===== config.mk =====
export PLATFORM = sky130hd
export DESIGN_NAME = oelt_ctrl
export DESIGN_NICKNAME = d
export VERILOG_FILES = /design/src/rtl/oelt_pkg.sv /design/src/rtl/oelt_ctrl.sv
export SDC_FILE = /design/constraint.sdc
export NUM_CORES = 1
export LEC_CHECK = 0
export ABC_AREA = 1
export BUFFER_PORTS_ARGS = -buffer_cell sky130_fd_sc_hd__buf_4
export CAP_MARGIN = 0
export CORE_AREA = 2 2 473 475
export CTS_CLUSTER_SIZE = 16
export DETAILED_ROUTE_END_ITERATION = 10
export DIE_AREA = 0 0 475 477
export GPL_TIMING_DRIVEN = 1
export HOLD_SLACK_MARGIN = 0.12
export SLEW_MARGIN = 10
export SYNTH_ARGS = -nofsm -noshare
export SYNTH_HDL_FRONTEND = slang
export SYNTH_SLANG_ARGS = --single-unit

===== constraint.sdc =====
create_clock -name clk -period 26.8 [get_ports clk]
set_input_delay 2.68 -clock clk [delete_from_list [all_inputs] [get_ports clk]]
set_output_delay 2.68 -clock clk [all_outputs]
set_load 0.01 [all_outputs]

===== src/rtl/oelt_pkg.sv =====
// Types and constants for the event log table.
// No dependencies; used by oelt_ram, oelt_ctrl, the top level and the checker.
package oelt_pkg;

	localparam int MAX_ENTRIES_DEF = 64;
	localparam int CAP_W = 7;
	localparam logic [CAP_W-1:0] CAP_RESET = 7'd64;
	localparam logic [7:0] TYPE_LIMIT = 8'd4;
	localparam logic [63:0] ALL_ONES64 = 64'hffff_ffff_ffff_ffff;

	typedef enum logic [1:0] {
		OP_ADD     = 2'd0,
		OP_GET     = 2'd1,
		OP_GETNEXT = 2'd2,
		OP_CLEAR   = 2'd3
	} op_t;

	typedef enum logic [1:0] {
		ST_OK        = 2'd0,
		ST_NOT_FOUND = 2'd1,
		ST_NO_NEXT   = 2'd2
	} status_t;

	typedef enum logic [2:0] {
		S_IDLE,
		S_ADD,
		S_CLEAR,
		S_SCAN,
		S_DRAIN,
		S_DONE
	} state_t;

	typedef struct packed {
		logic [31:0] iface;
		logic [31:0] idx;
		logic [7:0]  etype;
		logic        remote;
		logic [63:0] value;
		logic [63:0] thresh;
		logic [63:0] window;
		logic [31:0] stamp;
	} rec_t;

	// data.idx carries the key log index of get and getnext
	typedef struct packed {
		op_t  op;
		rec_t data;
	} req_t;

	typedef struct packed {
		status_t status;
		rec_t    rec;
	} rsp_t;

endpackage


===== src/rtl/oelt_ctrl.sv =====
// Sequencer of the event log table: ring pointers, add/clear, slot scan, result register.
// Depends on oelt_pkg; drives oelt_ram.
module oelt_ctrl #(
	parameter int MAX_ENTRIES = oelt_pkg::MAX_ENTRIES_DEF,
	parameter int AW = 6
) (
	input  logic                       clk,
	input  logic                       arst_n,
	input  logic [oelt_pkg::CAP_W-1:0] cap,
	input  logic                       in_valid,
	output logic                       in_ready,
	input  oelt_pkg::req_t             in_req,
	output logic                       out_valid,
	input  logic                       out_ready,
	output oelt_pkg::rsp_t             out_rsp,
	output logic                       mem_we,
	output logic [AW-1:0]              mem_waddr,
	output oelt_pkg::rec_t             mem_wdata,
	output logic [AW-1:0]              mem_raddr,
	input  oelt_pkg::rec_t             mem_rdata
);
	import oelt_pkg::*;

	localparam int CW = $clog2(MAX_ENTRIES + 1);
	localparam int IW = CW + 1;
	localparam logic [IW-1:0] MAX_W = IW'(MAX_ENTRIES);
	localparam logic [AW-1:0] LAST_SLOT = AW'(MAX_ENTRIES - 1);

	state_t state_q, state_d;
	req_t req_q;
	logic [AW-1:0] oldest_q;
	logic [CW-1:0] used_q;
	logic [31:0] next_idx_q;
	logic [AW-1:0] scan_q;
	logic rd_v_s1;
	logic [AW-1:0] slot_s1;
	logic found_q;
	rec_t best_q;
	logic out_valid_q;
	rsp_t out_rsp_q;

	logic out_free, out_load;
	logic [31:0] cap32;
	logic [IW-1:0] cap_eff, used_w, oldest_w, slot_sum, old_sum, used_new;
	logic [IW-1:0] slot_w, off_w;
	logic ent_ok, ent_hit, ent_above, ent_better;
	logic [AW-1:0] add_slot;
	rec_t add_rec;
	rsp_t rsp_d;
	logic mask;

	assign out_free = !out_valid_q || out_ready;

	// ring bookkeeping for add
	always_comb begin
		cap32 = 32'(cap);
		if (cap32 == 32'd0) begin
			cap_eff = IW'(1);
		end else if (cap32 > 32'(MAX_ENTRIES)) begin
			cap_eff = MAX_W;
		end else begin
			cap_eff = IW'(cap32);
		end
		used_w = IW'(used_q);
		oldest_w = IW'(oldest_q);
		slot_sum = oldest_w + used_w;
		if (slot_sum >= MAX_W) begin
			slot_sum = slot_sum - MAX_W;
		end
		add_slot = AW'(slot_sum);
		if (used_w >= cap_eff) begin
			old_sum = oldest_w + (used_w - cap_eff + IW'(1));
			if (old_sum >= MAX_W) begin
				old_sum = old_sum - MAX_W;
			end
			used_new = cap_eff;
		end else begin
			old_sum = oldest_w;
			used_new = used_w + IW'(1);
		end
		add_rec = req_q.data;
		add_rec.idx = next_idx_q + 32'd1;
	end

	// scan compare on the read data
	always_comb begin
		slot_w = IW'(slot_s1);
		if (slot_w >= oldest_w) begin
			off_w = slot_w - oldest_w;
		end else begin
			off_w = slot_w + MAX_W - oldest_w;
		end
		ent_ok = rd_v_s1 && (off_w < used_w);
		ent_hit = (mem_rdata.iface == req_q.data.iface) && (mem_rdata.idx == req_q.data.idx);
		ent_above = {mem_rdata.iface, mem_rdata.idx} > {req_q.data.iface, req_q.data.idx};
		ent_better = !found_q || ({best_q.iface, best_q.idx} > {mem_rdata.iface, mem_rdata.idx});
	end

	always_comb begin
		state_d = state_q;
		in_ready = 1'b0;
		mem_we = 1'b0;
		out_load = 1'b0;
		unique case (state_q)
			S_IDLE: begin
				in_ready = 1'b1;
				if (in_valid) begin
					unique case (in_req.op)
						OP_ADD: state_d = S_ADD;
						OP_CLEAR: state_d = S_CLEAR;
						OP_GET, OP_GETNEXT: state_d = S_SCAN;
					endcase
				end
			end
			S_SCAN: begin
				if (scan_q == LAST_SLOT) begin
					state_d = S_DRAIN;
				end
			end
			S_DRAIN: state_d = S_DONE;
			S_ADD: begin
				if (out_free) begin
					mem_we = 1'b1;
					out_load = 1'b1;
					state_d = S_IDLE;
				end
			end
			S_CLEAR, S_DONE: begin
				if (out_free) begin
					out_load = 1'b1;
					state_d = S_IDLE;
				end
			end
			default: state_d = S_IDLE;
		endcase
	end

	// result word
	always_comb begin
		mask = best_q.remote || (best_q.etype > TYPE_LIMIT);
		rsp_d = '0;
		rsp_d.status = ST_OK;
		if (state_q == S_ADD) begin
			rsp_d.rec = add_rec;
		end else if (state_q == S_DONE) begin
			if (!found_q) begin
				rsp_d.status = (req_q.op == OP_GET) ? ST_NOT_FOUND : ST_NO_NEXT;
			end else begin
				rsp_d.rec = best_q;
				if (req_q.op == OP_GET && mask) begin
					rsp_d.rec.value = ALL_ONES64;
					rsp_d.rec.thresh = ALL_ONES64;
					rsp_d.rec.window = ALL_ONES64;
				end
			end
		end
	end

	assign mem_waddr = add_slot;
	assign mem_wdata = add_rec;
	assign mem_raddr = scan_q;

	always_ff @(posedge clk or negedge arst_n) begin
		if (!arst_n) begin
			state_q <= S_IDLE;
			oldest_q <= '0;
			used_q <= '0;
			next_idx_q <= '0;
			scan_q <= '0;
			rd_v_s1 <= 1'b0;
			found_q <= 1'b0;
			out_valid_q <= 1'b0;
		end else begin
			state_q <= state_d;
			rd_v_s1 <= (state_q == S_SCAN);
			if (state_q == S_IDLE && in_valid) begin
				scan_q <= '0;
				found_q <= 1'b0;
			end else if (state_q == S_SCAN) begin
				scan_q <= scan_q + AW'(1);
			end
			if (ent_ok) begin
				if (req_q.op == OP_GET) begin
					if (ent_hit) begin
						found_q <= 1'b1;
					end
				end else if (ent_above && ent_better) begin
					found_q <= 1'b1;
				end
			end
			if (out_load && state_q == S_ADD) begin
				oldest_q <= AW'(old_sum);
				used_q <= CW'(used_new);
				next_idx_q <= next_idx_q + 32'd1;
			end else if (out_load && state_q == S_CLEAR) begin
				oldest_q <= '0;
				used_q <= '0;
			end
			if (out_load) begin
				out_valid_q <= 1'b1;
			end else if (out_ready) begin
				out_valid_q <= 1'b0;
			end
		end
	end

	always_ff @(posedge clk) begin
		if (state_q == S_IDLE && in_valid) begin
			req_q <= in_req;
		end
		slot_s1 <= scan_q;
		if (ent_ok) begin
			if (req_q.op == OP_GET) begin
				if (ent_hit) begin
					best_q <= mem_rdata;
				end
			end else if (ent_above && ent_better) begin
				best_q <= mem_rdata;
			end
		end
		if (out_load) begin
			out_rsp_q <= rsp_d;
		end
	end

	assign out_valid = out_valid_q;
	assign out_rsp = out_rsp_q;

endmodule


==> flow_summary.yaml <==
grt:
  grt_pass1_wl_um: 264700
  grt_pass1_vias: 28650
  grt_max_degree: 123
  grtUsageTotal_pct: 17.45
  antenna_found_initial: 51
  grt_overflow: 0
floorplanning:
  die-height_um: 477
  die_w_um: 475
  num_rows: 173
  io-pin-count: 1218
  coreArea_um2: 221400
  die_area_um2: 226600
  initial_utilization_pct: 18.24
synth:
  synth_flop_cell: "edfxtp_1"
  synth_edf_count: 895
  netlist_area_um2: 40380
  async_flop_share_pct: 5.950
  avgSynthCellArea_um2: 13.14
  synthCells: 3074
  synth_cell_types: 50
  ys_seq_area_share_pct: 70.38
  syn-num-nets: 3850
  synth_warnings: 0
  ys_ff_latch: 958
placement:
  place_hpwl_um: 168800
  io_buffers: 1217
  gp_congestion: 0.9391
  place_ws_ps: 19340
power_and_ir_drop:
  p_per_area_nw_per_um2: 110.1
  peakVddDrop_v: 0.00006013
  p_leak_nw: 22.86
finish:
  syn2layout_area_growth_pct: 36.46
  drive_gt1_share_pct: 34.91
  nNetsFinal: 4854
  fill_cells: 23380
detailed_routing:
  detail_route.wl_per_cell_um: 28.57
  antenna_left: 0
  vias_per_cell: 3.933
  wl_um: 204600
  drt_first_pass_iters: 5
  vias: 28170
  dr.first_iter.drc_count: 1980
  remaining_drc_errors: 0
critical_path:
  critical_path_class: "in2reg"
  end_kind: "flop"
  cp_max_fo: 87
  cp.required_ps: 27180
  path_cells: "buf_4 > ha_1 > nand2_1 > nor2_1 > nand3_1 > nor2_1 > nand2_1 > a21oi_1 > nand2_1 > nand2_1 > nand2_1 > inv_8 > buf_4 > buf_4"
  cp_slowest_cell: "buf_4"
  critPathArrivalTime_ps: 7120
  cp_common_cell: "nand2_1"
  startpoint_type: "primary input"
  max_stage_delay_ps: 730
worst_hold_path:
  worstHoldPathType: "reg2reg"
sta:
  slew_headroom_pct: 17.94
  finalSetupTns_ps: 0
  setup_viol: 0
  layout_setup_ws_ps: 20060
  fmax_mhz: 148.4
  whs_ps: 449.5
  period_share_pct: 25.14
  min_period_ps: 6739
  rsz0062_at_grt: "no"
  slew_viol_final: 0
  skew_ps: 63.06
  hold_viol: 0
  tightest_slew_ps: 1231
clocking:
  post_cts_buffers: 0
  root_buffer: "clkbuf_16"
  clk_latency_ps: 780
  h-tree-depth: 3
  path_clk_slew_ps: 60
  ctsHoldBuffers: 0
  ctsResizeCount: 0
  cts_tree: "done"
  clock_path_buffers: 3
  cts_buffers: 114
  clock-sinks: 958
outcome:
  status: "finished, final reports clean"
job:
  max_cap_viol_count: 0
## per-stage QoR
| step | cell area [um^2] | util [%] | instances | total power [mW] |
|---|---|---|---|---|
| after floorplan | 40380 | - | 3074 | 3.363 |
| after global placement | 51170 | 23.11 | 6937 | 4.508 |
| after detailed placement | 51170 | 23.11 | 6937 | 4.524 |
| after CTS | 55080 | 24.87 | 7151 | 6.201 |
| after global routing | 55100 | 24.88 | 7161 | 6.370 |
| final | 55110 | 24.89 | 7163 | 6.067 |
## registers in the layout, indices dropped and copies added (netlist names), 3 cells and up
name        cells
oldest_q        6
next_idx_q     32
slot_s1         6
best_q        297
mem_raddr       6
out_rsp       299
mem_wdata     265
state_q         3
used_q          7
req_q          34
## logic make-up (layout without fill, tap and decap cells)
logic type	after synthesis	in the layout	synth area share, %
compound gates	475	475	6.689
xor+xnor	49	49	1.100
fa+ha+maj	169	169	5.366
buf+inv	615	1717	8.282
flops	958	958	70.38
other cells	0	12	0
simple gates	808	808	8.180
## where the power goes
part | switching [mW] | internal (mW)
logic | 1.36 | 0.665
registers | 0.223 | 2.18
clock network | 0.693 | 0.948
## area by class of cell
| type | instances | area (um^2) | share of cell area, % |
|---|---|---|---|
| flip-flops and latches | 958 | 28420 | 51.58 |
| well taps | 2975 | 3722 | 6.755 |
| clock inverters | 79 | 914.6 | 1.660 |
| repair buffers | 1247 | 9387 | 17.03 |
| multi-input cells | 1501 | 8661 | 15.72 |
| diodes | 12 | 30.03 | 0.05449 |
| clock buffers | 135 | 2994 | 5.433 |
| inverters | 256 | 975.9 | 1.771 |
## layout by cell type (no fill, tap or decap), drive strengths merged, types with 2 or more instances in the layout
cell,synthesis,routed
o21bai,4,4
bufinv,0,15
xnor2,9,9
edfxtp,895,895
diode,0,12
dfxtp,6,6
a21o,2,2
nand3b,2,2
buf,298,1247
clkinv,0,52
xor2,40,40
o22ai,7,7
o21a,7,7
clkbuf,61,135
a32o,5,5
a22o,62,62
nor4,4,4
fa,7,7
a211oi,3,3
and3,3,3
o21ai,294,294
nor2,70,70
dfrtp,57,57
a21oi,85,85
nor3,21,21
inv,256,264
nand2,653,653
nand4,21,21
ha,162,162
clkinvlp,0,4
nand3,33,33
## layer usage
metal	track usage, %	share of wire (%)	vias up
li1	-	-	12540
met3	6.749	10	294
met4	7.901	4.8	10
met2	29.18	48	1371
met5	0	0.031	-
met1	19.50	37	13960
## critical path: cells and delay by family
family	cells	cell delay, ps
buffers and inverters	4	2020
AND/OR/NAND/NOR	8	1620
adder cells (fa/ha/maj)	1	280
AO/OA/AOI/OAI	1	140
## cells in the mapped netlist, types with 3 or more instances
cell	count	share of area, %
buf_2	27	0.33
and3_1	3	0.046
a21oi_1	85	1.1
inv_1	246	2.3
clkbuf_1	61	0.57
o21ai_1	14	0.17
nand2_1	649	6.0
buf_4	267	5.0
xor2_1	39	0.85
nor2_4	3	0.084
dfxtp_1	6	0.30
a32o_1	5	0.12
fa_1	7	0.35
nor3_1	17	0.21
ha_1	162	5.0
o21a_1	7	0.13
nand4_1	19	0.29
inv_2	10	0.093
xnor2_1	8	0.17
buf_1	4	0.037
nand3_1	32	0.40
nor4_1	4	0.062
edfxtp_1	895	67
o21ai_0	280	3.5
a22o_1	62	1.3
o21bai_1	4	0.074
o22ai_1	7	0.11
a211oi_1	3	0.056
dfrtp_1	57	3.5
nor2_1	64	0.59
## path summary, 6_finish.rpt
check                                          from                   endpoint  slack (ps)  cells after the start
hold reg to reg            mem_raddr[2]$_DFFE_PN0P_         slot_s1[2]$_DFF_P_         450                      0
setup / recovery                     mem_rdata[288]        best_q[4]$_DFFE_PP_       20060                     14
setup reg to reg            oldest_q[2]$_DFFE_PN0P_        best_q[4]$_DFFE_PP_       21470                     16
hold / removal             mem_raddr[2]$_DFFE_PN0P_         slot_s1[2]$_DFF_P_         450                      0
min in group asynchronous                    arst_n      used_q[2]$_DFFE_PN0P_        2000                      1
max in group asynchronous                    arst_n  next_idx_q[5]$_DFFE_PN0P_       24210                      1
Power figures use the tool's default switching activity.
